$ cat src/mtbd_pkg.sv
// Shared types, constants and helper functions for the material texel decoder.
// No dependencies; every other file imports this package.
package mtbd_pkg;

    // Coefficient fields: low COEF_BITS bits of each 12-bit field, two's complement
    localparam int COEF_BITS    = 12;
    localparam int FIELD_STRIDE = 12;

    // Configuration port
    localparam int NUM_REGS   = 8;
    localparam int REG_SEL_W  = $clog2(NUM_REGS);
    localparam int CFG_IDX_W  = 4;
    localparam int CFG_DATA_W = 60;
    localparam int OCC_DATA_W = 48;

    localparam logic [CFG_IDX_W-1:0] REG_RED   = 4'd0;
    localparam logic [CFG_IDX_W-1:0] REG_GREEN = 4'd1;
    localparam logic [CFG_IDX_W-1:0] REG_BLUE  = 4'd2;
    localparam logic [CFG_IDX_W-1:0] REG_NX    = 4'd3;
    localparam logic [CFG_IDX_W-1:0] REG_NY    = 4'd4;
    localparam logic [CFG_IDX_W-1:0] REG_ROUGH = 4'd5;
    localparam logic [CFG_IDX_W-1:0] REG_METAL = 4'd6;
    localparam logic [CFG_IDX_W-1:0] REG_OCCL  = 4'd7;

    // Channel lanes, same order as the registers
    localparam int NUM_CH   = 8;
    localparam int CH_RED   = 0;
    localparam int CH_GREEN = 1;
    localparam int CH_BLUE  = 2;
    localparam int CH_NX    = 3;
    localparam int CH_NY    = 4;
    localparam int CH_ROUGH = 5;
    localparam int CH_METAL = 6;
    localparam int CH_OCCL  = 7;

    // Terms per lane: x, y, z, w weights then the offset
    localparam int NUM_TERMS = 4;
    localparam int NUM_FLD   = NUM_TERMS + 1;
    localparam int OFS_FLD   = NUM_TERMS;
    localparam int TERM_X    = 0;
    localparam int TERM_Y    = 1;
    localparam int TERM_Z    = 2;
    localparam int TERM_W    = 3;

    // Datapath widths
    localparam int D_W    = 9;                  // 2p - 255
    localparam int PROD_W = D_W + COEF_BITS;
    localparam int SUM_W  = PROD_W + 3;         // five terms
    localparam int NZ_W   = SUM_W + 2;          // 2S - 65280
    localparam int ABS_W  = NZ_W - 1;
    localparam int SQ_W   = 2 * ABS_W;
    localparam int Q_W    = SQ_W + 1;

    // Square root unit: 32-bit radicand, a few result bits per stage
    localparam int RAD_W           = 32;
    localparam int ROOT_W          = RAD_W / 2;
    localparam int REM_W           = ROOT_W + 2;
    localparam int STEPS_PER_STAGE = 4;
    localparam int SQRT_STAGES     = ROOT_W / STEPS_PER_STAGE;

    // Normal z constants
    localparam int              NZ_NUM_W     = 18;
    localparam int              NZ_LIM       = 65280;
    localparam longint unsigned NZ_LIM_SQ    = 64'd4261478400;
    localparam int              NZ_TOP       = 130816;
    localparam int              NZ_CLAMP_NUM = NZ_TOP - NZ_LIM;

    // Pipeline: products, sums, bytes/abs, squares, radicand, sqrt stages, output
    localparam int LAT       = 5 + SQRT_STAGES + 1;
    localparam int BYTE_PIPE = LAT - 2;

    typedef logic signed [COEF_BITS-1:0] coef_t;
    typedef coef_t [NUM_FLD-1:0]         chan_coef_t;
    typedef chan_coef_t [NUM_CH-1:0]     coef_set_t;

    typedef logic signed [D_W-1:0]       dcoef_t;
    typedef dcoef_t [NUM_TERMS-1:0]      d_vec_t;

    typedef logic [7:0]                  byte_t;
    typedef byte_t [NUM_CH-1:0]          chan_bytes_t;

    typedef struct packed {
        logic [7:0] chan_x;
        logic [7:0] chan_y;
        logic [7:0] chan_z;
        logic [7:0] chan_w;
    } texel_t;

    typedef struct packed {
        logic [7:0] base_red;
        logic [7:0] base_green;
        logic [7:0] base_blue;
        logic [7:0] norm_out_x;
        logic [7:0] norm_out_y;
        logic [7:0] norm_out_z;
        logic [7:0] roughness_out;
        logic [7:0] metalness_out;
        logic [7:0] occlusion_out;
    } result_t;

    // One square root pipeline slot
    typedef struct packed {
        logic              clamp;
        logic [RAD_W-1:0]  rad;
        logic [REM_W-1:0]  rem;
        logic [ROOT_W-1:0] root;
    } sqrt_t;

    // Byte p to signed coefficient 2p - 255
    function automatic dcoef_t coef_of_byte(input logic [7:0] p);
        logic signed [D_W:0] t;
        begin
            t = $signed({1'b0, p, 1'b0}) - (D_W+1)'(255);
            return t[D_W-1:0];
        end
    endfunction

    // Round S/256 to nearest, ties up, saturate to 0..255
    function automatic byte_t to_byte(input logic signed [SUM_W-1:0] s);
        logic [SUM_W-1:0] t;
        logic [SUM_W-9:0] q;
        begin
            t = $unsigned(s) + SUM_W'(128);
            q = t[SUM_W-1:8];
            if (s < 0)
                return 8'd0;
            else if (q > (SUM_W-8)'(255))
                return 8'd255;
            else
                return q[7:0];
        end
    endfunction

endpackage

$ cat src/mtbd_sqrt_stage.sv
// One stage of the digit-by-digit square root: a few result bits, then a register.
// Depends on mtbd_pkg.
module mtbd_sqrt_stage
    import mtbd_pkg::*;
(
    input  logic  clk,
    input  sqrt_t din,
    output sqrt_t dout
);

    sqrt_t            stage_next;
    sqrt_t            stage_reg;
    logic [REM_W+1:0] cur;
    logic [REM_W+1:0] trial;

    // Restoring steps; radicand is consumed two bits at a time from the top
    always_comb
    begin
        stage_next = din;
        cur        = '0;
        trial      = '0;
        for (int k = 0; k < STEPS_PER_STAGE; k++)
        begin
            cur            = {stage_next.rem, stage_next.rad[RAD_W-1 -: 2]};
            trial          = (REM_W+2)'({stage_next.root, 2'b01});
            stage_next.rad = stage_next.rad << 2;
            if (cur >= trial)
            begin
                stage_next.rem  = REM_W'(cur - trial);
                stage_next.root = {stage_next.root[ROOT_W-2:0], 1'b1};
            end
            else
            begin
                stage_next.rem  = cur[REM_W-1:0];
                stage_next.root = {stage_next.root[ROOT_W-2:0], 1'b0};
            end
        end
    end

    always_ff @(posedge clk)
    begin
        stage_reg <= stage_next;
    end

    assign dout = stage_reg;

endmodule

$ cat src/mtbd_normz.sv
// Normal z path: |2S-65280| per axis, squares, radicand with clamp, pipelined
// square root and final rounding. Depends on mtbd_pkg and mtbd_sqrt_stage.
module mtbd_normz
    import mtbd_pkg::*;
(
    input  logic                    clk,
    input  logic signed [SUM_W-1:0] sum_x,
    input  logic signed [SUM_W-1:0] sum_y,
    output logic [7:0]              norm_z
);

    logic signed [NZ_W-1:0] a_s;
    logic signed [NZ_W-1:0] b_s;
    logic [ABS_W-1:0]       abs_a_reg;
    logic [ABS_W-1:0]       abs_a_next;
    logic [ABS_W-1:0]       abs_b_reg;
    logic [ABS_W-1:0]       abs_b_next;
    logic [SQ_W-1:0]        sq_a_reg;
    logic [SQ_W-1:0]        sq_b_reg;
    logic [Q_W-1:0]         q;
    sqrt_t                  head_reg;
    sqrt_t                  head_next;
    sqrt_t                  chain [SQRT_STAGES+1];
    sqrt_t                  tail;
    logic [NZ_NUM_W-1:0]    num;
    logic [NZ_NUM_W-10:0]   num_hi;
    logic [7:0]             z_reg;
    logic [7:0]             z_next;

    // Normal xy in units of 1/65280, magnitude only
    always_comb
    begin
        a_s        = (NZ_W'(sum_x) <<< 1) - NZ_W'(NZ_LIM);
        b_s        = (NZ_W'(sum_y) <<< 1) - NZ_W'(NZ_LIM);
        abs_a_next = (a_s < 0) ? ABS_W'(-a_s) : ABS_W'(a_s);
        abs_b_next = (b_s < 0) ? ABS_W'(-b_s) : ABS_W'(b_s);
    end

    // Radicand and clamp at length one
    always_comb
    begin
        q               = Q_W'(sq_a_reg) + Q_W'(sq_b_reg);
        head_next.clamp = (q >= Q_W'(NZ_LIM_SQ));
        head_next.rad   = q[RAD_W-1:0];
        head_next.rem   = '0;
        head_next.root  = '0;
    end

    always_ff @(posedge clk)
    begin
        abs_a_reg <= abs_a_next;
        abs_b_reg <= abs_b_next;
        sq_a_reg  <= SQ_W'(abs_a_reg) * SQ_W'(abs_a_reg);
        sq_b_reg  <= SQ_W'(abs_b_reg) * SQ_W'(abs_b_reg);
        head_reg  <= head_next;
        z_reg     <= z_next;
    end

    // Square root stages
    assign chain[0] = head_reg;

    for (genvar s = 0; s < SQRT_STAGES; s++)
    begin : g_sqrt
        mtbd_sqrt_stage u_stage (
            .clk  (clk),
            .din  (chain[s]),
            .dout (chain[s+1])
        );
    end

    // 130816 - ceil(sqrt(q)), divided by 512
    always_comb
    begin
        tail = chain[SQRT_STAGES];
        if (tail.clamp)
            num = NZ_NUM_W'(NZ_CLAMP_NUM);
        else
            num = NZ_NUM_W'(NZ_TOP) - NZ_NUM_W'(tail.root)
                  - NZ_NUM_W'(tail.rem != '0);
        num_hi = num[NZ_NUM_W-1:9];
        z_next = (num_hi > (NZ_NUM_W-9)'(255)) ? 8'd255 : num_hi[7:0];
    end

    assign norm_z = z_reg;

endmodule

$ cat config.mk
export PLATFORM = sky130hd
export DESIGN_NAME = mtbd_normz
export DESIGN_NICKNAME = d
export VERILOG_FILES = /design/src/mtbd_pkg.sv /design/src/mtbd_sqrt_stage.sv /design/src/mtbd_normz.sv
export SDC_FILE = /design/constraint.sdc
export NUM_CORES = 2
export LEC_CHECK = 0
export ABC_AREA = 0
export ABC_CLOCK_PERIOD_IN_PS = 14500
export BUFFER_PORTS_ARGS = -buffer_cell sky130_fd_sc_hd__buf_4
export CAP_MARGIN = 20
export CORE_MARGIN = 2
export CORE_UTILIZATION = 60
export DETAILED_ROUTE_END_ITERATION = 8
export PLACE_DENSITY = 0.88
export RECOVER_POWER = 50
export SLEW_MARGIN = 20
export SYNTH_ARGS = -nofsm -noshare
export SYNTH_HDL_FRONTEND = slang
export SYNTH_SLANG_ARGS = --single-unit
$ cat constraint.sdc
create_clock -name clk -period 14.5 [get_ports clk]
set_input_delay 2.175 -clock clk [delete_from_list [all_inputs] [get_ports clk]]
set_output_delay 2.175 -clock clk [all_outputs]
set_load 0.1 [all_outputs]
==> out/results.txt <==
Status: completed
Root Buffer: clkbuf_16
Top cells by area, synth: fa_1 (31%), ha_1 (14%), dfxtp_1 (12%)
Final net count: 7,515
Post-cts sizing count: 0
Final period util: 86.9%
Yosys top cell area share: 31.1%
Largest net degree at the start of global routing: 27
Final Max Slew Viols: 0
Skew final: 0.0412 ns
Drt drc: 0
Worst Path Arrival: 13.06 ns
Area leader, netlist: fa_1
Critical-path maximum fanout: 23
Final setup fails: 0
Post-place setup slack: 2.11 ns
DRT Pass-1 Iters: 6
Inserted Clock Buffers: 40
Post-Syn Instances: 6,025
Vias in the first global route: 46.1k
Syn Area/Cell: 9.04 µm²
Setup WS post-layout: 1.90 ns
Final Hold Vio Count: 0
CP startpoint kind: flip-flop
DRT iter0 DRCs: 3,039
CTS H-tree lvls: 2
Most used cell, CP: a21oi_1
Final ANT Viol Nets: 0
Initial antenna violation count: 0
Unrepaired setup endpoints after global routing: no
Post-synth EDFFs: 0
Max reg flops: 156
Area of the multi-input gates: 42,800 µm²
Post-DP HPWL: 109,000 µm
Top cells by count, synth: inv_1 (1,154), fa_1 (845), ha_1 (605)
Sequential fraction of the synthesis area: 12.4%
Layout filler cell count: 6,862
Most common cell in the netlist: inv_1
Async SR Flop Fraction: 0%
Skew-Pair Late Insertion Delay: 0.59 ns
Tot GR Track Use: 30.0%
Port Buf Inserts: 56
Routed Wire Length: 137,000 µm
Grt total ovfl: 0
Synth-to-Final Area Change: 5.15%
Via count: 42.3k
GP Congestion: 0.940
Critical path capture point type: flip-flop
YS warnings: 0
CTS Buffer Depth: 3
F_max: 79.3 MHz
Maxcap violations: 0
Min-delay worst type: flip-flop to flip-flop
Worst slew pin tran: 1.45 ns
Final min period: 12.60 ns
Routed len/inst: 18.9 µm
Die area: 93,200 µm²
Ys flop type: dfxtp_1
CP max stage delay: 0.79 ns
Synth cell types: 110
N_diodes: 0
Die height: 305 µm
Initial Util: 60.5%
CP Class: flip-flop to flip-flop
Worst Path Required: 14.95 ns
Postcts setup bufs: 0
Yosys reg bits: 337
Relative slew margins: 3.26%
Sequential Area: 6750 µm²
Post-CTS Hold Fix Bufs: 0
Die W: 305 µm
CTS tree: built
Row count: 110
Drt via density: 5.86
Post-Syn Area: 54,500 µm²
Core area: 90,000 µm²
Worst-path clk slew: 0.07 ns
First-pass GRT wire length: 227,000 µm
Crit-path slowest cell: nand3_1
Setup_tns: 0 ns
I/O Pins: 57
Clock sinks: 337
Layout cell share with drive strength beyond 1: 4.55%
[worst max-delay path: cells and delay by family (launching register included)]
family	cells	cell delay, ns
buffers and inverters	5	1.59
and+or+nand+nor	13	3.87
AOI/OAI and AO/OA	24	4.46
muxes	2	0.70
DFF	1	0.33
adders and majority gates	4	1.50
[layout by cell type (no fill, tap or decap), types with 38 or more instances in the layout]
master        n
nor2_1      306
buf_4        80
and2_1      336
mux2_2       40
nor2b_1      49
a21oi_1     264
o21ai_0     138
fa_1        845
a21o_1      106
nor4_1       39
or3_1        38
nor3_1       72
nand2_1     419
nand3_1      78
a31oi_1      49
dfxtp_1     337
nand2b_1     40
o21bai_1     49
xor2_1      122
xnor2_1     272
clkbuf_16    41
ha_1        605
inv_1      1154
[final cells by class]
cell class,count,area share [%]
inverters,1160,7.61
flip-flops and latches,337,11.8
multi-input cells,4382,74.7
repair buffers,95,1.15
clock inverters,19,0.306
clock buffers,51,1.91
well taps,1176,2.57
[per-layer routing]
| metal | GRT usage [%] | part of all wire, % | vias up | wire, µm |
|---|---|---|---|---|
| met3 | 4.52 | 6.6 | 597 | 9060 |
| met4 | 16.5 | 6.2 | 0 | 8410 |
| met2 | 53.3 | 50 | 1649 | 68400 |
| met5 | 0 | 0 | - | 0 |
| met1 | 34.8 | 37 | 20700 | 50600 |
| li1 | - | - | 19400 | - |
[cell families (layout without fill, tap and decap cells)]
group	Yosys count	in the layout	share of synthesized area (%)
adders and majority gates	1450	1450	45.0
buffers and inverters	1307	1325	9.11
and+or+nand+nor	1574	1574	14.9
other	1	2	0.00689
DFF	337	337	12.4
muxes	60	60	1.26
AOI/OAI and AO/OA	902	902	11.0
xor gates and xnor gates	394	394	6.34
[path summary, 6_finish.rpt]
path | from | endpoint | slack (ns) | depth (start not counted)
worst min register to register | chain[317] | g_sqrt[0].u_stage.dout[57] | 0.32 | 0
worst min-delay path | chain[317] | g_sqrt[0].u_stage.dout[57] | 0.32 | 0
worst max register to register | g_sqrt[2].u_stage.dout[8] | g_sqrt[3].u_stage.dout[31] | 1.90 | 48
worst max-delay path | g_sqrt[2].u_stage.dout[8] | g_sqrt[3].u_stage.dout[31] | 1.90 | 48
[through the flow]
stage	area, µm²	std cells	util, %	hold slack [ns]
after global routing	57300	7220	63.6	0.325
after floorplan	54500	6026	-	0.310
final	57300	7220	63.6	0.316
after CTS	57300	7220	63.7	0.305
after global placement	56000	7150	62.3	0.311
after detailed placement	56000	7150	62.3	0.312
Power is left out: the tool's default activity adds up to more than one toggle a clock period on the data nets, which glitch-free logic cannot reach.
