### src/mtbd_pkg.sv
// Shared types, constants and helper functions for the material texel decoder.
// No dependencies; every other file imports this package.
package mtbd_pkg;

    // Coefficient fields: low COEF_BITS bits of each 12-bit field, two's complement
    localparam int COEF_BITS    = 12;
    localparam int FIELD_STRIDE = 12;

    // Configuration port
    localparam int NUM_REGS   = 8;
    localparam int REG_SEL_W  = $clog2(NUM_REGS);
    localparam int CFG_IDX_W  = 4;
    localparam int CFG_DATA_W = 60;
    localparam int OCC_DATA_W = 48;

    localparam logic [CFG_IDX_W-1:0] REG_RED   = 4'd0;
    localparam logic [CFG_IDX_W-1:0] REG_GREEN = 4'd1;
    localparam logic [CFG_IDX_W-1:0] REG_BLUE  = 4'd2;
    localparam logic [CFG_IDX_W-1:0] REG_NX    = 4'd3;
    localparam logic [CFG_IDX_W-1:0] REG_NY    = 4'd4;
    localparam logic [CFG_IDX_W-1:0] REG_ROUGH = 4'd5;
    localparam logic [CFG_IDX_W-1:0] REG_METAL = 4'd6;
    localparam logic [CFG_IDX_W-1:0] REG_OCCL  = 4'd7;

    // Channel lanes, same order as the registers
    localparam int NUM_CH   = 8;
    localparam int CH_RED   = 0;
    localparam int CH_GREEN = 1;
    localparam int CH_BLUE  = 2;
    localparam int CH_NX    = 3;
    localparam int CH_NY    = 4;
    localparam int CH_ROUGH = 5;
    localparam int CH_METAL = 6;
    localparam int CH_OCCL  = 7;

    // Terms per lane: x, y, z, w weights then the offset
    localparam int NUM_TERMS = 4;
    localparam int NUM_FLD   = NUM_TERMS + 1;
    localparam int OFS_FLD   = NUM_TERMS;
    localparam int TERM_X    = 0;
    localparam int TERM_Y    = 1;
    localparam int TERM_Z    = 2;
    localparam int TERM_W    = 3;

    // Datapath widths
    localparam int D_W    = 9;                  // 2p - 255
    localparam int PROD_W = D_W + COEF_BITS;
    localparam int SUM_W  = PROD_W + 3;         // five terms
    localparam int NZ_W   = SUM_W + 2;          // 2S - 65280
    localparam int ABS_W  = NZ_W - 1;
    localparam int SQ_W   = 2 * ABS_W;
    localparam int Q_W    = SQ_W + 1;

    // Square root unit: 32-bit radicand, a few result bits per stage
    localparam int RAD_W           = 32;
    localparam int ROOT_W          = RAD_W / 2;
    localparam int REM_W           = ROOT_W + 2;
    localparam int STEPS_PER_STAGE = 4;
    localparam int SQRT_STAGES     = ROOT_W / STEPS_PER_STAGE;

    // Normal z constants
    localparam int              NZ_NUM_W     = 18;
    localparam int              NZ_LIM       = 65280;
    localparam longint unsigned NZ_LIM_SQ    = 64'd4261478400;
    localparam int              NZ_TOP       = 130816;
    localparam int              NZ_CLAMP_NUM = NZ_TOP - NZ_LIM;

    // Pipeline: products, sums, bytes/abs, squares, radicand, sqrt stages, output
    localparam int LAT       = 5 + SQRT_STAGES + 1;
    localparam int BYTE_PIPE = LAT - 2;

    typedef logic signed [COEF_BITS-1:0] coef_t;
    typedef coef_t [NUM_FLD-1:0]         chan_coef_t;
    typedef chan_coef_t [NUM_CH-1:0]     coef_set_t;

    typedef logic signed [D_W-1:0]       dcoef_t;
    typedef dcoef_t [NUM_TERMS-1:0]      d_vec_t;

    typedef logic [7:0]                  byte_t;
    typedef byte_t [NUM_CH-1:0]          chan_bytes_t;

    typedef struct packed {
        logic [7:0] chan_x;
        logic [7:0] chan_y;
        logic [7:0] chan_z;
        logic [7:0] chan_w;
    } texel_t;

    typedef struct packed {
        logic [7:0] base_red;
        logic [7:0] base_green;
        logic [7:0] base_blue;
        logic [7:0] norm_out_x;
        logic [7:0] norm_out_y;
        logic [7:0] norm_out_z;
        logic [7:0] roughness_out;
        logic [7:0] metalness_out;
        logic [7:0] occlusion_out;
    } result_t;

    // One square root pipeline slot
    typedef struct packed {
        logic              clamp;
        logic [RAD_W-1:0]  rad;
        logic [REM_W-1:0]  rem;
        logic [ROOT_W-1:0] root;
    } sqrt_t;

    // Byte p to signed coefficient 2p - 255
    function automatic dcoef_t coef_of_byte(input logic [7:0] p);
        logic signed [D_W:0] t;
        begin
            t = $signed({1'b0, p, 1'b0}) - (D_W+1)'(255);
            return t[D_W-1:0];
        end
    endfunction

    // Round S/256 to nearest, ties up, saturate to 0..255
    function automatic byte_t to_byte(input logic signed [SUM_W-1:0] s);
        logic [SUM_W-1:0] t;
        logic [SUM_W-9:0] q;
        begin
            t = $unsigned(s) + SUM_W'(128);
            q = t[SUM_W-1:8];
            if (s < 0)
                return 8'd0;
            else if (q > (SUM_W-8)'(255))
                return 8'd255;
            else
                return q[7:0];
        end
    endfunction

endpackage

### src/mtbd_dot.sv
// One channel lane: registered products, then registered five-term sum.
// Depends on mtbd_pkg.
module mtbd_dot
    import mtbd_pkg::*;
(
    input  logic                    clk,
    input  d_vec_t                  d,
    input  chan_coef_t              w,
    output logic signed [SUM_W-1:0] sum
);

    logic signed [PROD_W-1:0] prod_reg  [NUM_FLD];
    logic signed [PROD_W-1:0] prod_next [NUM_FLD];
    logic signed [PROD_W-1:0] ofs;
    logic signed [SUM_W-1:0]  sum_reg;
    logic signed [SUM_W-1:0]  sum_next;

    // Stage 1: d*W per term, 255*offset as shift and subtract
    always_comb
    begin
        for (int i = 0; i < NUM_TERMS; i++)
            prod_next[i] = PROD_W'($signed(d[i])) * PROD_W'($signed(w[i]));
        ofs                = PROD_W'($signed(w[OFS_FLD]));
        prod_next[OFS_FLD] = (ofs <<< 8) - ofs;
    end

    // Stage 2: sum of products
    always_comb
    begin
        sum_next = '0;
        for (int i = 0; i < NUM_FLD; i++)
            sum_next = sum_next + SUM_W'(prod_reg[i]);
    end

    always_ff @(posedge clk)
    begin
        for (int i = 0; i < NUM_FLD; i++)
            prod_reg[i] <= prod_next[i];
        sum_reg <= sum_next;
    end

    assign sum = sum_reg;

endmodule

### config.mk
export PLATFORM = sky130hd
export DESIGN_NAME = mtbd_dot
export DESIGN_NICKNAME = d
export VERILOG_FILES = /design/src/mtbd_pkg.sv /design/src/mtbd_dot.sv
export SDC_FILE = /design/constraint.sdc
export NUM_CORES = 1
export LEC_CHECK = 0
export ABC_AREA = 1
export BUFFER_PORTS_ARGS = -buffer_cell sky130_fd_sc_hd__buf_2
export CORE_MARGIN = 5
export CORE_UTILIZATION = 50
export DETAILED_ROUTE_END_ITERATION = 10
export GPL_TIMING_DRIVEN = 0
export PLACE_DENSITY_LB_ADDON = 0.25
export SLEW_MARGIN = 20
export SYNTH_ARGS = -nofsm -noshare
export SYNTH_HDL_FRONTEND = slang
export SYNTH_SLANG_ARGS = --single-unit
export TNS_END_PERCENT = 5
### constraint.sdc
create_clock -name clk -period 11.05 [get_ports clk]
set_input_delay 2.21 -clock clk [delete_from_list [all_inputs] [get_ports clk]]
set_output_delay 2.21 -clock clk [all_outputs]
set_load 0.01 [all_outputs]
==> parameters.txt <==
Parameter                              Value

Die
  Die boundary height ... roughly 220 um
  Core region area ... 45380 sq um
  Initial core utilization ... 0.5065
  I/O pin count ... 121
  Standard-cell row count ... between 70 and 80
  Area of the die ... approximately 50000 sq um
  Overall die width ... between 200 and 250 um

Worst setup path
  Worst Reg-to-Reg Cells ... 16
  Worst EP arrival ... around 6.8 ns
  Critical path fanouts, max ... 10
  Category of the critical setup timing path ... primary input to flip-flop
  Data required time of the worst path ... roughly 11 ns
  Critical path startpoint category ... primary input
  Crit path capture type ... flip-flop

Synth
  Post-synthesis register bit count ... ~130
  Cell type contributing the most total cell area after synthesis ... sky130_fd_sc_hd__fa_1
  Number of enable-type register cells in the synthesized netlist ... 0
  Fraction of the yosys area taken by sequential cells ... 0.1123
  Most used DFF post-synth ... sky130_fd_sc_hd__dfxtp_1
  Number of instances in the synthesized netlist ... between 2k and 3k
  Synthesized area ... around 23000 sq um
  Netlist cell types ... 35
  Post-synth top area share ... 0.3736
  Share of flip-flops with an asynchronous set or reset ... 0
  Leading post-synthesis cells by cell area ... sky130_fd_sc_hd__fa_1 (37%), sky130_fd_sc_hd__nand2_1 (14%), sky130_fd_sc_hd__inv_1 (13%)
  Synthesized Nets ... roughly 3.7k
  Warning count from the yosys run ... 0
  Post-Synthesis Mean Instance Area ... 7.745 sq um

Drt
  Final routed DRC violation total ... 0
  Remaining antenna violation count after routing ... 0
  Initial drt markers ... 1146
  Via count of the routed design ... 18.12k
  Via/cell ratio ... approximately 5
  Sum of routed wire length over all layers ... roughly 55000 um
  Routed wire per std cell ... roughly 15 um
  Number of optimization iterations in the first detailed-route pass ... 5

Layout
  Antenna fix cells ... 0
  Fraction of final layout cells with drive strength greater than 1 ... 0.05176
  Post-layout instance area ... about 25000 sq um
  Filler Cells Inserted ... between 4k and 5k
  Area growth from synthesis to final layout ... 7.386%
  Max reg flops ... roughly 110
  Net count reported at finish ... approximately 3.8k

Timing
  Final number of max-transition violations ... 0
  Slew @ Worst Pin ... between 0.6 and 0.7 ns
  Unrepaired setup endpoints after global routing ... false
  Worst rel slew slack ... 0.5729
  Post-route fraction of the period consumed by the critical path ... 0.5903
  Max Freq ... around 150 MHz
  Endpoints failing setup ... 0
  Accumulated negative setup slack ... 0 ns
  Total count of hold-check failures in the final report ... 0
  Post-layout minimum cycle time ... about 6.5 ns
  Setup clock skew after layout ... 0.01322 ns

Clocking
  Insertion delay to the later sink of the worst-skew pair ... about 0.43 ns
  Bufs on Longest Clock Path ... 2
  H-tree level count ... 4
  Clock tree from TritonCTS ... built
  Number of gates resized after cts ... 0
  Root Buffer Master ... sky130_fd_sc_hd__clkbuf_16
  Total CTS buffers ... 17
  Hold buffer count at CTS ... 0
  Register clock-pin slew on the reported worst setup and hold paths ... 0.06 ns
  Total clock sinks ... approximately 130
  Number of post-CTS setup repair buffers ... 0

GRT
  Initial antenna violation count ... 0
  Largest net degree at the start of global routing ... 17
  Wire length of the first global-routing pass ... 93670 um
  Remaining Overflow, GRT ... 0
  Vias in the first global route ... 18.85k
  GRT Util Overall ... 0.2278

Placement
  Routability congestion estimate from global placement ... between 0.8 and 0.9
  Hpwl dp ... 48400 um
  Placement Cell Area ... 24100 sq um
  Input/output buffers ... 72

Job
  Max-cap violations ... 0

Hold path
  Hold Crit Depth ... 1
  Class of the tightest hold or removal check ... flip-flop to flip-flop

Outcome
  Run status ... finished, final reports clean
[layer usage]
layer  GRT usage  share of wire
met5           0              0
met4     0.04577          0.020
met3     0.02728          0.057
met2      0.3784           0.47
met1      0.3259           0.45
[synthesized netlist by cell type, types with 2 or more instances]
master	n
sky130_fd_sc_hd__inv_1	785
sky130_fd_sc_hd__nand3_1	100
sky130_fd_sc_hd__o21bai_1	7
sky130_fd_sc_hd__nand2_1	827
sky130_fd_sc_hd__o21a_1	7
sky130_fd_sc_hd__xnor2_1	13
sky130_fd_sc_hd__ha_1	212
sky130_fd_sc_hd__or2_2	12
sky130_fd_sc_hd__a21oi_2	2
sky130_fd_sc_hd__nand3_2	5
sky130_fd_sc_hd__or2_0	2
sky130_fd_sc_hd__nand2_2	9
sky130_fd_sc_hd__nor2_2	13
sky130_fd_sc_hd__o21ai_0	19
sky130_fd_sc_hd__a21oi_1	73
sky130_fd_sc_hd__nor2_1	131
sky130_fd_sc_hd__clkbuf_1	78
sky130_fd_sc_hd__xor2_1	61
sky130_fd_sc_hd__and2_1	5
sky130_fd_sc_hd__inv_2	10
sky130_fd_sc_hd__nand4_1	19
sky130_fd_sc_hd__buf_1	6
sky130_fd_sc_hd__fa_1	429
sky130_fd_sc_hd__dfxtp_1	129
sky130_fd_sc_hd__nor2_4	4
[final timing paths]
| path | from | slack [ns] | end |
|---|---|---|---|
| hold / removal | prod_reg[0][84] | 0.45 | sum[0] |
| setup reg to reg | prod_reg[0][43] | 7.27 | sum[13] |
| hold reg to reg | prod_reg[0][84] | 0.45 | sum[0] |
| setup / recovery | d[27] | 4.53 | prod_reg[0][83] |
[per-stage QoR]
step	utilization	instances	setup WS, ns	hold slack (ns)
2_1_floorplan	-	2968	4.860	0.4324
3_3_place_gp	0.5310	3640	4.152	0.4392
3_5_place_dp	0.5310	3640	4.124	0.4474
4_1_cts	0.5439	3672	4.593	0.4612
5_1_grt	0.5439	3672	4.241	0.4736
6_report	0.5439	3672	4.528	0.4543
[cell usage in the layout, fill, tap and decap left out, types with 5 or more instances in the layout]
cell type                   synthesis  final
sky130_fd_sc_hd__dfxtp_1          129    129
sky130_fd_sc_hd__nand3_1          100    100
sky130_fd_sc_hd__buf_2              0     72
sky130_fd_sc_hd__nand2_2            9      9
sky130_fd_sc_hd__a21oi_1           73     73
sky130_fd_sc_hd__xnor2_1           13     13
sky130_fd_sc_hd__clkbuf_1          78     80
sky130_fd_sc_hd__fa_1             429    429
sky130_fd_sc_hd__xor2_1            61     61
sky130_fd_sc_hd__nor2_1           131    131
sky130_fd_sc_hd__nor2_2            13     13
sky130_fd_sc_hd__o21ai_0           19     19
sky130_fd_sc_hd__ha_1             212    212
sky130_fd_sc_hd__inv_1            785    785
sky130_fd_sc_hd__nand4_1           19     19
sky130_fd_sc_hd__or2_2             12     12
sky130_fd_sc_hd__and2_1             5      5
sky130_fd_sc_hd__inv_2             10     10
sky130_fd_sc_hd__buf_1              6      6
sky130_fd_sc_hd__o21bai_1           7      7
sky130_fd_sc_hd__o21a_1             7      7
sky130_fd_sc_hd__nand2_1          827    827
sky130_fd_sc_hd__clkbuf_16          0     17
sky130_fd_sc_hd__nand3_2            5      5
[critical path, stage by stage]
cell and delay, ns:
sky130_fd_sc_hd__buf_2 0.14, sky130_fd_sc_hd__clkbuf_1 0.41, sky130_fd_sc_hd__nand2_1 0.18, sky130_fd_sc_hd__fa_1 0.56, sky130_fd_sc_hd__inv_1 0.06, sky130_fd_sc_hd__fa_1 0.50
sky130_fd_sc_hd__inv_1 0.06, sky130_fd_sc_hd__fa_1 0.53, sky130_fd_sc_hd__inv_1 0.05, sky130_fd_sc_hd__fa_1 0.41, sky130_fd_sc_hd__fa_1 0.44, sky130_fd_sc_hd__ha_1 0.40
sky130_fd_sc_hd__nand2_1 0.10, sky130_fd_sc_hd__nand2_1 0.07, sky130_fd_sc_hd__a21oi_1 0.26, sky130_fd_sc_hd__nand2_2 0.14, sky130_fd_sc_hd__nand2_1 0.08, sky130_fd_sc_hd__nand2_1 0.06
sky130_fd_sc_hd__nand3_1 0.08, sky130_fd_sc_hd__nand2_1 0.11
[cells by family (layout without fill, tap and decap cells)]
| group | after synthesis | count (layout) | share of synthesized area |
|---|---|---|---|
| buffers and inverters | 881 | 985 | 0.1440 |
| adders and majority gates | 641 | 641 | 0.4890 |
| and+or+nand+nor | 1132 | 1132 | 0.2002 |
| AOI/OAI and AO/OA | 111 | 111 | 0.02624 |
| xor gates and xnor gates | 74 | 74 | 0.02820 |
| DFF | 129 | 129 | 0.1123 |
[area by class of cell]
| cell class | instances | area, sq um | share of cell area |
|---|---|---|---|
| multi-input combinational | 1958 | 17090 | 0.6925 |
| inverter | 796 | 2988 | 0.1210 |
| buffer | 85 | 322.8 | 0.01308 |
| clock buffer | 19 | 432.9 | 0.01754 |
| clock inverter | 13 | 153.9 | 0.006234 |
| timing repair buffer | 72 | 360.3 | 0.01460 |
| sequential | 129 | 2582 | 0.1046 |
| tap | 600 | 750.7 | 0.03041 |
Power is left out: the tool's default activity adds up to more than one toggle a clock period on the data nets, which glitch-free logic cannot reach.
