**config.mk**
```make
export PLATFORM = sky130hd
export DESIGN_NAME = mtbd_cfg
export DESIGN_NICKNAME = d
export VERILOG_FILES = /design/src/mtbd_pkg.sv /design/src/mtbd_cfg.sv
export SDC_FILE = /design/constraint.sdc
export NUM_CORES = 1
export LEC_CHECK = 0
export BUFFER_PORTS_ARGS = -buffer_cell sky130_fd_sc_hd__buf_2
export CAP_MARGIN = 30
export CORE_MARGIN = 3
export CORE_UTILIZATION = 40
export DETAILED_ROUTE_END_ITERATION = 16
export GPL_TIMING_DRIVEN = 0
export PLACE_DENSITY = 0.66
export SLEW_MARGIN = 20
export SYNTH_ARGS = -nofsm -noshare
export SYNTH_HDL_FRONTEND = slang
export SYNTH_SLANG_ARGS = --single-unit
```
**constraint.sdc**
```tcl
create_clock -name clk -period 1.7 [get_ports clk]
set_input_delay 0.17 -clock clk [delete_from_list [all_inputs] [get_ports clk]]
set_output_delay 0.17 -clock clk [all_outputs]
set_load 0.1 [all_outputs]
```
**src/mtbd_pkg.sv**
```systemverilog
// Shared types, constants and helper functions for the material texel decoder.
// No dependencies; every other file imports this package.
package mtbd_pkg;

    // Coefficient fields: low COEF_BITS bits of each 12-bit field, two's complement
    localparam int COEF_BITS    = 12;
    localparam int FIELD_STRIDE = 12;

    // Configuration port
    localparam int NUM_REGS   = 8;
    localparam int REG_SEL_W  = $clog2(NUM_REGS);
    localparam int CFG_IDX_W  = 4;
    localparam int CFG_DATA_W = 60;
    localparam int OCC_DATA_W = 48;

    localparam logic [CFG_IDX_W-1:0] REG_RED   = 4'd0;
    localparam logic [CFG_IDX_W-1:0] REG_GREEN = 4'd1;
    localparam logic [CFG_IDX_W-1:0] REG_BLUE  = 4'd2;
    localparam logic [CFG_IDX_W-1:0] REG_NX    = 4'd3;
    localparam logic [CFG_IDX_W-1:0] REG_NY    = 4'd4;
    localparam logic [CFG_IDX_W-1:0] REG_ROUGH = 4'd5;
    localparam logic [CFG_IDX_W-1:0] REG_METAL = 4'd6;
    localparam logic [CFG_IDX_W-1:0] REG_OCCL  = 4'd7;

    // Channel lanes, same order as the registers
    localparam int NUM_CH   = 8;
    localparam int CH_RED   = 0;
    localparam int CH_GREEN = 1;
    localparam int CH_BLUE  = 2;
    localparam int CH_NX    = 3;
    localparam int CH_NY    = 4;
    localparam int CH_ROUGH = 5;
    localparam int CH_METAL = 6;
    localparam int CH_OCCL  = 7;

    // Terms per lane: x, y, z, w weights then the offset
    localparam int NUM_TERMS = 4;
    localparam int NUM_FLD   = NUM_TERMS + 1;
    localparam int OFS_FLD   = NUM_TERMS;
    localparam int TERM_X    = 0;
    localparam int TERM_Y    = 1;
    localparam int TERM_Z    = 2;
    localparam int TERM_W    = 3;

    // Datapath widths
    localparam int D_W    = 9;                  // 2p - 255
    localparam int PROD_W = D_W + COEF_BITS;
    localparam int SUM_W  = PROD_W + 3;         // five terms
    localparam int NZ_W   = SUM_W + 2;          // 2S - 65280
    localparam int ABS_W  = NZ_W - 1;
    localparam int SQ_W   = 2 * ABS_W;
    localparam int Q_W    = SQ_W + 1;

    // Square root unit: 32-bit radicand, a few result bits per stage
    localparam int RAD_W           = 32;
    localparam int ROOT_W          = RAD_W / 2;
    localparam int REM_W           = ROOT_W + 2;
    localparam int STEPS_PER_STAGE = 4;
    localparam int SQRT_STAGES     = ROOT_W / STEPS_PER_STAGE;

    // Normal z constants
    localparam int              NZ_NUM_W     = 18;
    localparam int              NZ_LIM       = 65280;
    localparam longint unsigned NZ_LIM_SQ    = 64'd4261478400;
    localparam int              NZ_TOP       = 130816;
    localparam int              NZ_CLAMP_NUM = NZ_TOP - NZ_LIM;

    // Pipeline: products, sums, bytes/abs, squares, radicand, sqrt stages, output
    localparam int LAT       = 5 + SQRT_STAGES + 1;
    localparam int BYTE_PIPE = LAT - 2;

    typedef logic signed [COEF_BITS-1:0] coef_t;
    typedef coef_t [NUM_FLD-1:0]         chan_coef_t;
    typedef chan_coef_t [NUM_CH-1:0]     coef_set_t;

    typedef logic signed [D_W-1:0]       dcoef_t;
    typedef dcoef_t [NUM_TERMS-1:0]      d_vec_t;

    typedef logic [7:0]                  byte_t;
    typedef byte_t [NUM_CH-1:0]          chan_bytes_t;

    typedef struct packed {
        logic [7:0] chan_x;
        logic [7:0] chan_y;
        logic [7:0] chan_z;
        logic [7:0] chan_w;
    } texel_t;

    typedef struct packed {
        logic [7:0] base_red;
        logic [7:0] base_green;
        logic [7:0] base_blue;
        logic [7:0] norm_out_x;
        logic [7:0] norm_out_y;
        logic [7:0] norm_out_z;
        logic [7:0] roughness_out;
        logic [7:0] metalness_out;
        logic [7:0] occlusion_out;
    } result_t;

    // One square root pipeline slot
    typedef struct packed {
        logic              clamp;
        logic [RAD_W-1:0]  rad;
        logic [REM_W-1:0]  rem;
        logic [ROOT_W-1:0] root;
    } sqrt_t;

    // Byte p to signed coefficient 2p - 255
    function automatic dcoef_t coef_of_byte(input logic [7:0] p);
        logic signed [D_W:0] t;
        begin
            t = $signed({1'b0, p, 1'b0}) - (D_W+1)'(255);
            return t[D_W-1:0];
        end
    endfunction

    // Round S/256 to nearest, ties up, saturate to 0..255
    function automatic byte_t to_byte(input logic signed [SUM_W-1:0] s);
        logic [SUM_W-1:0] t;
        logic [SUM_W-9:0] q;
        begin
            t = $unsigned(s) + SUM_W'(128);
            q = t[SUM_W-1:8];
            if (s < 0)
                return 8'd0;
            else if (q > (SUM_W-8)'(255))
                return 8'd255;
            else
                return q[7:0];
        end
    endfunction

endpackage

```
**src/mtbd_cfg.sv**
```systemverilog
// Configuration registers and coefficient field decode.
// Depends on mtbd_pkg.
module mtbd_cfg
    import mtbd_pkg::*;
(
    input  logic                  clk,
    input  logic                  rst_n,
    input  logic                  cfg_valid,
    input  logic [CFG_IDX_W-1:0]  cfg_index,
    input  logic [CFG_DATA_W-1:0] cfg_data,
    output coef_set_t             coefs
);

    logic [CFG_DATA_W-1:0] cfg_reg [NUM_REGS];
    logic [REG_SEL_W-1:0]  sel;
    logic                  hit;

    assign sel = cfg_index[REG_SEL_W-1:0];
    assign hit = cfg_valid && (cfg_index < CFG_IDX_W'(NUM_REGS));

    // Register write; out-of-range indexes are dropped
    always_ff @(posedge clk or negedge rst_n)
    begin
        if (!rst_n)
        begin
            for (int i = 0; i < NUM_REGS; i++)
                cfg_reg[i] <= '0;
        end
        else if (hit)
        begin
            if (cfg_index == REG_OCCL)
                cfg_reg[sel] <= CFG_DATA_W'(cfg_data[OCC_DATA_W-1:0]);
            else
                cfg_reg[sel] <= cfg_data;
        end
    end

    // Field decode; occlusion is remapped onto the x,y,z,w lane layout
    always_comb
    begin
        for (int ch = 0; ch < CH_OCCL; ch++)
        begin
            for (int f = 0; f < NUM_FLD; f++)
                coefs[ch][f] = cfg_reg[ch][FIELD_STRIDE*f +: COEF_BITS];
        end
        coefs[CH_OCCL][TERM_X]  = cfg_reg[CH_OCCL][FIELD_STRIDE*1 +: COEF_BITS];
        coefs[CH_OCCL][TERM_Y]  = cfg_reg[CH_OCCL][FIELD_STRIDE*2 +: COEF_BITS];
        coefs[CH_OCCL][TERM_Z]  = '0;
        coefs[CH_OCCL][TERM_W]  = cfg_reg[CH_OCCL][FIELD_STRIDE*0 +: COEF_BITS];
        coefs[CH_OCCL][OFS_FLD] = cfg_reg[CH_OCCL][FIELD_STRIDE*3 +: COEF_BITS];
    end

endmodule

```
==> reports/results.tsv, run 1 <==
metric	value	unit
CP required	2140	ps
I/O Pins	547	
most frequent CP cell	buf_2	
vias in the first global route	12020	
Core Area	43460	sq um
Finish-stage setup viols	0	
Final Util	54.31	%
Tmin final	1600	ps
DP HPWL	36.74	mm
#FFs+latches synth	468	
Hold Path Depth	2	
FMAX	0.6250	GHz
initial DRC count	601	
Avg WL per Cell	22.50	um
pin count of the biggest net entering global routing	101	
Max-Cap Viols	0	
htree depth	2	
final period utilization	94.12	%
mapped cell area	17780	sq um
clk slew on worst S/H paths	60	ps
Min-Delay Startpoint	cfg_data[29]	
TritonCTS Buffers	49	
GPL Wtd Cong	0.7897	
share of layout cells above drive strength 1	66.69	%
total track usage	21.69	%
Area Overhead vs Synth	32.73	%
Worst Reg-to-Reg Cells	1	
Area contributors post-synth	dfrtp_1 66%, mux2_2 26%, mux2_4 5.1%, buf_2 1.3%, buf_4 0.51%	
final hold vios	0	
Final ANT Viol Nets	0	
cells along the critical path	buf_2 > nand3b_4 > nor3b_2 > buf_2 > mux2_2	
Hold WS	92.64	ps
unrepaired setup endpoints after global routing	no	
Yosys cell types	17	
outcome	finished, final reports clean	
Yosys top cell area share	65.86	%
fill cell count	3638	
Total Routed Length	51.86	mm
Remaining Overflow, GRT	0	
Worst Path Max Fanout	10	
relative slew slack	47.13	%
Avg Inst Size Synth	17.33	sq um
Hold Path Class	input pin to register	
initial antenna violation count	1	
fin. max-slew vios	0	
Starting Density	40.92	%
crit path capture type	register	
Longest Clk Path Bufs	3	
Sink Count	468	
DR vias/cell	4.869	
critical path's slowest cell	nor3b_2	
CTS tree	yes	
Pre-Repair DR Iteration Count	4	
Clk Latency, worst-skew pair	570	ps
R2R setup slack	910	ps
synthesis warning total	0	
first-pass GRT wire length	77.29	mm
Cells after Synth	1026	
Chip Width	216.8	um
die area	47020	sq um
# diodes	0	
Synth area leader	dfrtp_1	
Data arrival, critical path	2040	ps
max incr delay on CP	620	ps
nets	1751	
register area share after synthesis	65.86	%
port buffer count	532	
routed via count	11220	
crit path launch type	input pin	
Die Y	216.8	um
DRC viols	0	
clk_skew	0	ps
Worst-Margin Slew	789.6	ps
CTS Root Cell	clkbuf_16	
number of cell rows	76	
Setup Crit Path Kind	input pin to register	
-- synth_stat cells, drive strengths merged --
cell and instances:
or3 1, and3 1, nand3b 3, conb 1, nor2 2, buf 63, mux2 468, clkbuf 1
nor3b 3, and2 12, nand2 2, nand4b 1, dfrtp 468
-- area by class of cell --
class / count / area (sq um) / share of cell area, %
timing repair buffer: 596 / 3393 / 14.38
clock buffer: 71 / 1441 / 6.108
sequential: 468 / 11710 / 49.62
buffer: 64 / 386.6 / 1.638
clock inverter: 16 / 211.5 / 0.8960
tap: 585 / 732.0 / 3.101
multi-input combinational: 505 / 5724 / 24.26
-- repair_timing --
action / 4_1_cts / 5_1_grt
endpoints found under the hold margin: 484 / 0
hold buffers: 60 / 0
endpoints found under the setup margin: 0 / 199
gates resized for setup: 0 / 2
buffers inserted: 0 / 0
-- per-stage QoR --
stage               cells  instance area, sq um  setup WS, ps  TNS [ps]
finish               2305                 23600         99.91         0
CTS                  2305                 23590         12.73         0
detailed placement   2158                 21340        -602.7    -95470
global route         2305                 23600         15.06         0
global placement     2154                 21220         -8776  -4171160
floorplan            1037                 17820         289.1         0
-- cell families after synthesis --
| family | Yosys count | synth area share (%) |
|---|---|---|
| buf+inv | 64 | 2.174 |
| flops | 468 | 65.86 |
| mux | 468 | 30.91 |
| other cells | 1 | 0.02109 |
| simple gates | 25 | 1.034 |
-- per-layer routing --
| metal | track usage [%] | up-vias | wire length (um) |
|---|---|---|---|
| li1 | - | 4924 | - |
| met2 | 36.88 | 383 | 25710 |
| met4 | 7.697 | 2 | 1646 |
| met5 | 0 | - | 13 |
| met3 | 6.297 | 91 | 4040 |
| met1 | 26.50 | 5824 | 20450 |
-- cells in the final DEF (no fill, tap or decap), types with 12 or more instances in the layout --
cell | Yosys | routed
dlygate4sd3_1 | 0 | 60
dfrtp_1 | 468 | 468
and2_1 | 12 | 12
mux2_2 | 408 | 408
buf_2 | 45 | 576
clkbuf_16 | 0 | 52
mux2_4 | 60 | 60
buf_4 | 12 | 12
conb_1 | 1 | 12
clkbuf_1 | 1 | 12
-- how the worst max path moves through the flow --
stage | from | to | slack [ps] | depth (start not counted)
2_1_floorplan | cfg_index[2] | register | 290 | 6
3_3_place_gp | rst_n | asynchronous set/reset pin | -8780 | 1
3_5_place_dp | cfg_index[3] | register | -600 | 5
4_1_cts | rst_n | coefs[172] | 10 | 4
5_1_grt | rst_n | coefs[114] | 20 | 4
6_report | cfg_index[3] | register | 100 | 5
-- critical path: cells and delay by family --
| kind | cells | cell delay (ps) |
|---|---|---|
| buffers and inverters | 2 | 660 |
| muxes | 1 | 400 |
| and+or+nand+nor | 2 | 790 |
Power of run 1 is left out: the tool's default activity adds up to more than one toggle a clock period on the data nets, which glitch-free logic cannot reach.
==> inputs of run 2 (changes only) <==
==> constraint.sdc (replaced) <==
create_clock -name clk -period 1.8 [get_ports clk]
set_input_delay 0.18 -clock clk [delete_from_list [all_inputs] [get_ports clk]]
set_output_delay 0.18 -clock clk [all_outputs]
set_load 0.1 [all_outputs]
==> run 2 against run 1 <==
Effect of this change:
- critical path depth stayed put
- non-clock buffer count stayed put
- clock skew stayed put
- critical path type unchanged
==> reports/results.tsv, run 2 (synthesis results as in run 1) <==
metric	value	unit	change
outcome	finished, final reports clean		
Total Routed Length	51.86	mm	unchanged
pin count of the biggest net entering global routing	101		unchanged
unrepaired setup endpoints after global routing	no		
Max-Cap Viols	0		unchanged
Worst Reg-to-Reg Cells	1		unchanged
Chip Width	216.8	um	unchanged
htree depth	2		unchanged
Min-Delay Startpoint	cfg_data[29]		
most frequent CP cell	buf_2		
Die Y	216.8	um	unchanged
vias in the first global route	12020		unchanged
Avg WL per Cell	22.50	um	unchanged
Tmin final	1610	ps	
initial antenna violation count	1		unchanged
crit path launch type	input pin		
# diodes	0		unchanged
Worst-Margin Slew	789.6	ps	unchanged
Worst Path Max Fanout	10		unchanged
DRC viols	0		unchanged
CP bufs+invs	2		unchanged
Longest Clk Path Bufs	3		unchanged
Data arrival, critical path	2050	ps	about the same
critical path's slowest cell	nor3b_2		
Remaining Overflow, GRT	0		unchanged
Hold Path Depth	2		unchanged
CP top delay family	simple AND/OR/NAND/NOR gates		
CTS tree	yes		
total track usage	21.69	%	unchanged
Pre-Repair DR Iteration Count	4		unchanged
crit path capture type	register		
Hold WS	102.6	ps	+10.00 ps
relative slew slack	47.13	%	unchanged
DP HPWL	36.74	mm	unchanged
die area	47020	sq um	unchanged
Finish-stage setup viols	0		unchanged
GPL Wtd Cong	0.7897		unchanged
I/O Pins	547		unchanged
initial DRC count	601		unchanged
nets	1751		unchanged
most common cell after layout, fill and taps aside	buf_2		
fin. max-slew vios	0		unchanged
final hold vios	0		unchanged
final period utilization	89.45	%	
first-pass GRT wire length	77.29	mm	unchanged
max incr delay on CP	620	ps	about the same
Clk Latency, worst-skew pair	570	ps	about the same
Hold Path Class	input pin to register		
number of cell rows	76		unchanged
cells along the critical path	buf_2 > nand3b_4 > nor3b_2 > buf_2 > mux2_2		
share of layout cells above drive strength 1	66.69	%	unchanged
routed via count	11220		-0.0089%
Setup Crit Path Kind	input pin to register		
R2R setup slack	1010	ps	+100 ps
commonest cells after routing, fill and taps aside	576 x buf_2, 468 x dfrtp_1, 408 x mux2_2		
Core Area	43460	sq um	unchanged
TritonCTS Buffers	49		unchanged
clk slew on worst S/H paths	60	ps	about the same
clk_skew	0	ps	unchanged
Starting Density	40.92	%	unchanged
Area Overhead vs Synth	32.70	%	about the same
FMAX	0.6211	GHz	
Sink Count	468		unchanged
port buffer count	532		unchanged
WP depth	5		unchanged
CP required	2240	ps	+100 ps
CTS Root Cell	clkbuf_16		
Final ANT Viol Nets	0		unchanged
DR vias/cell	4.869		about the same
[run 2: cell count changes in the layout (fill, tap and decap cells not counted), sizes merged]
cell,change
clkbuf,-1
buf,+1
[run 2: metrics by stage]
step	utilization, %	area (sq um)	instances	setup slack, ps	TNS (ps)
after floorplan	-	17820	1037	379.1	0
after global placement	48.82	21220	2154	-8686	-4098140
after detailed placement	49.10	21340	2158	-512.7	-62130
after CTS	54.28	23590	2305	102.7	0
after global routing	54.30	23600	2305	73.66	0
final	54.30	23600	2305	189.9	0
[run 2: worst max path at each step]
stage | from | end
6_report | cfg_index[3] | register
5_1_grt | rst_n | coefs[114]
4_1_cts | rst_n | coefs[172]
3_5_place_dp | cfg_index[3] | register
3_3_place_gp | rst_n | asynchronous set/reset pin
2_1_floorplan | cfg_index[2] | register
[run 2: final cells by class]
class | instances | area (sq um)
Buffer | 64 | 386.6
Clock buffer | 71 | 1441
Clock inverter | 16 | 211.5
Fill cell | 3639 | 19860
Multi-Input combinational cell | 505 | 5724
Sequential cell | 468 | 11710
Tap cell | 585 | 732.0
Timing Repair Buffer | 596 | 3388
[run 2: what timing repair did]
| action | CTS | global route |
|---|---|---|
| hold buffers | 60 | 0 |
| buffers inserted | 0 | 0 |
| endpoints found under the setup margin | 0 | 145 |
| hold endpoints to repair | 483 | 0 |
| gates resized for setup | 0 | 1 |
[run 2: layer usage]
layer	share of wire [%]	wire length (um)	track usage, %
met3	7.8	4040	6.297
met4	3.2	1646	7.697
met2	50	25710	36.88
met1	39	20450	26.50
met5	0.025	13	0
Power of run 2 is left out for the same reason.
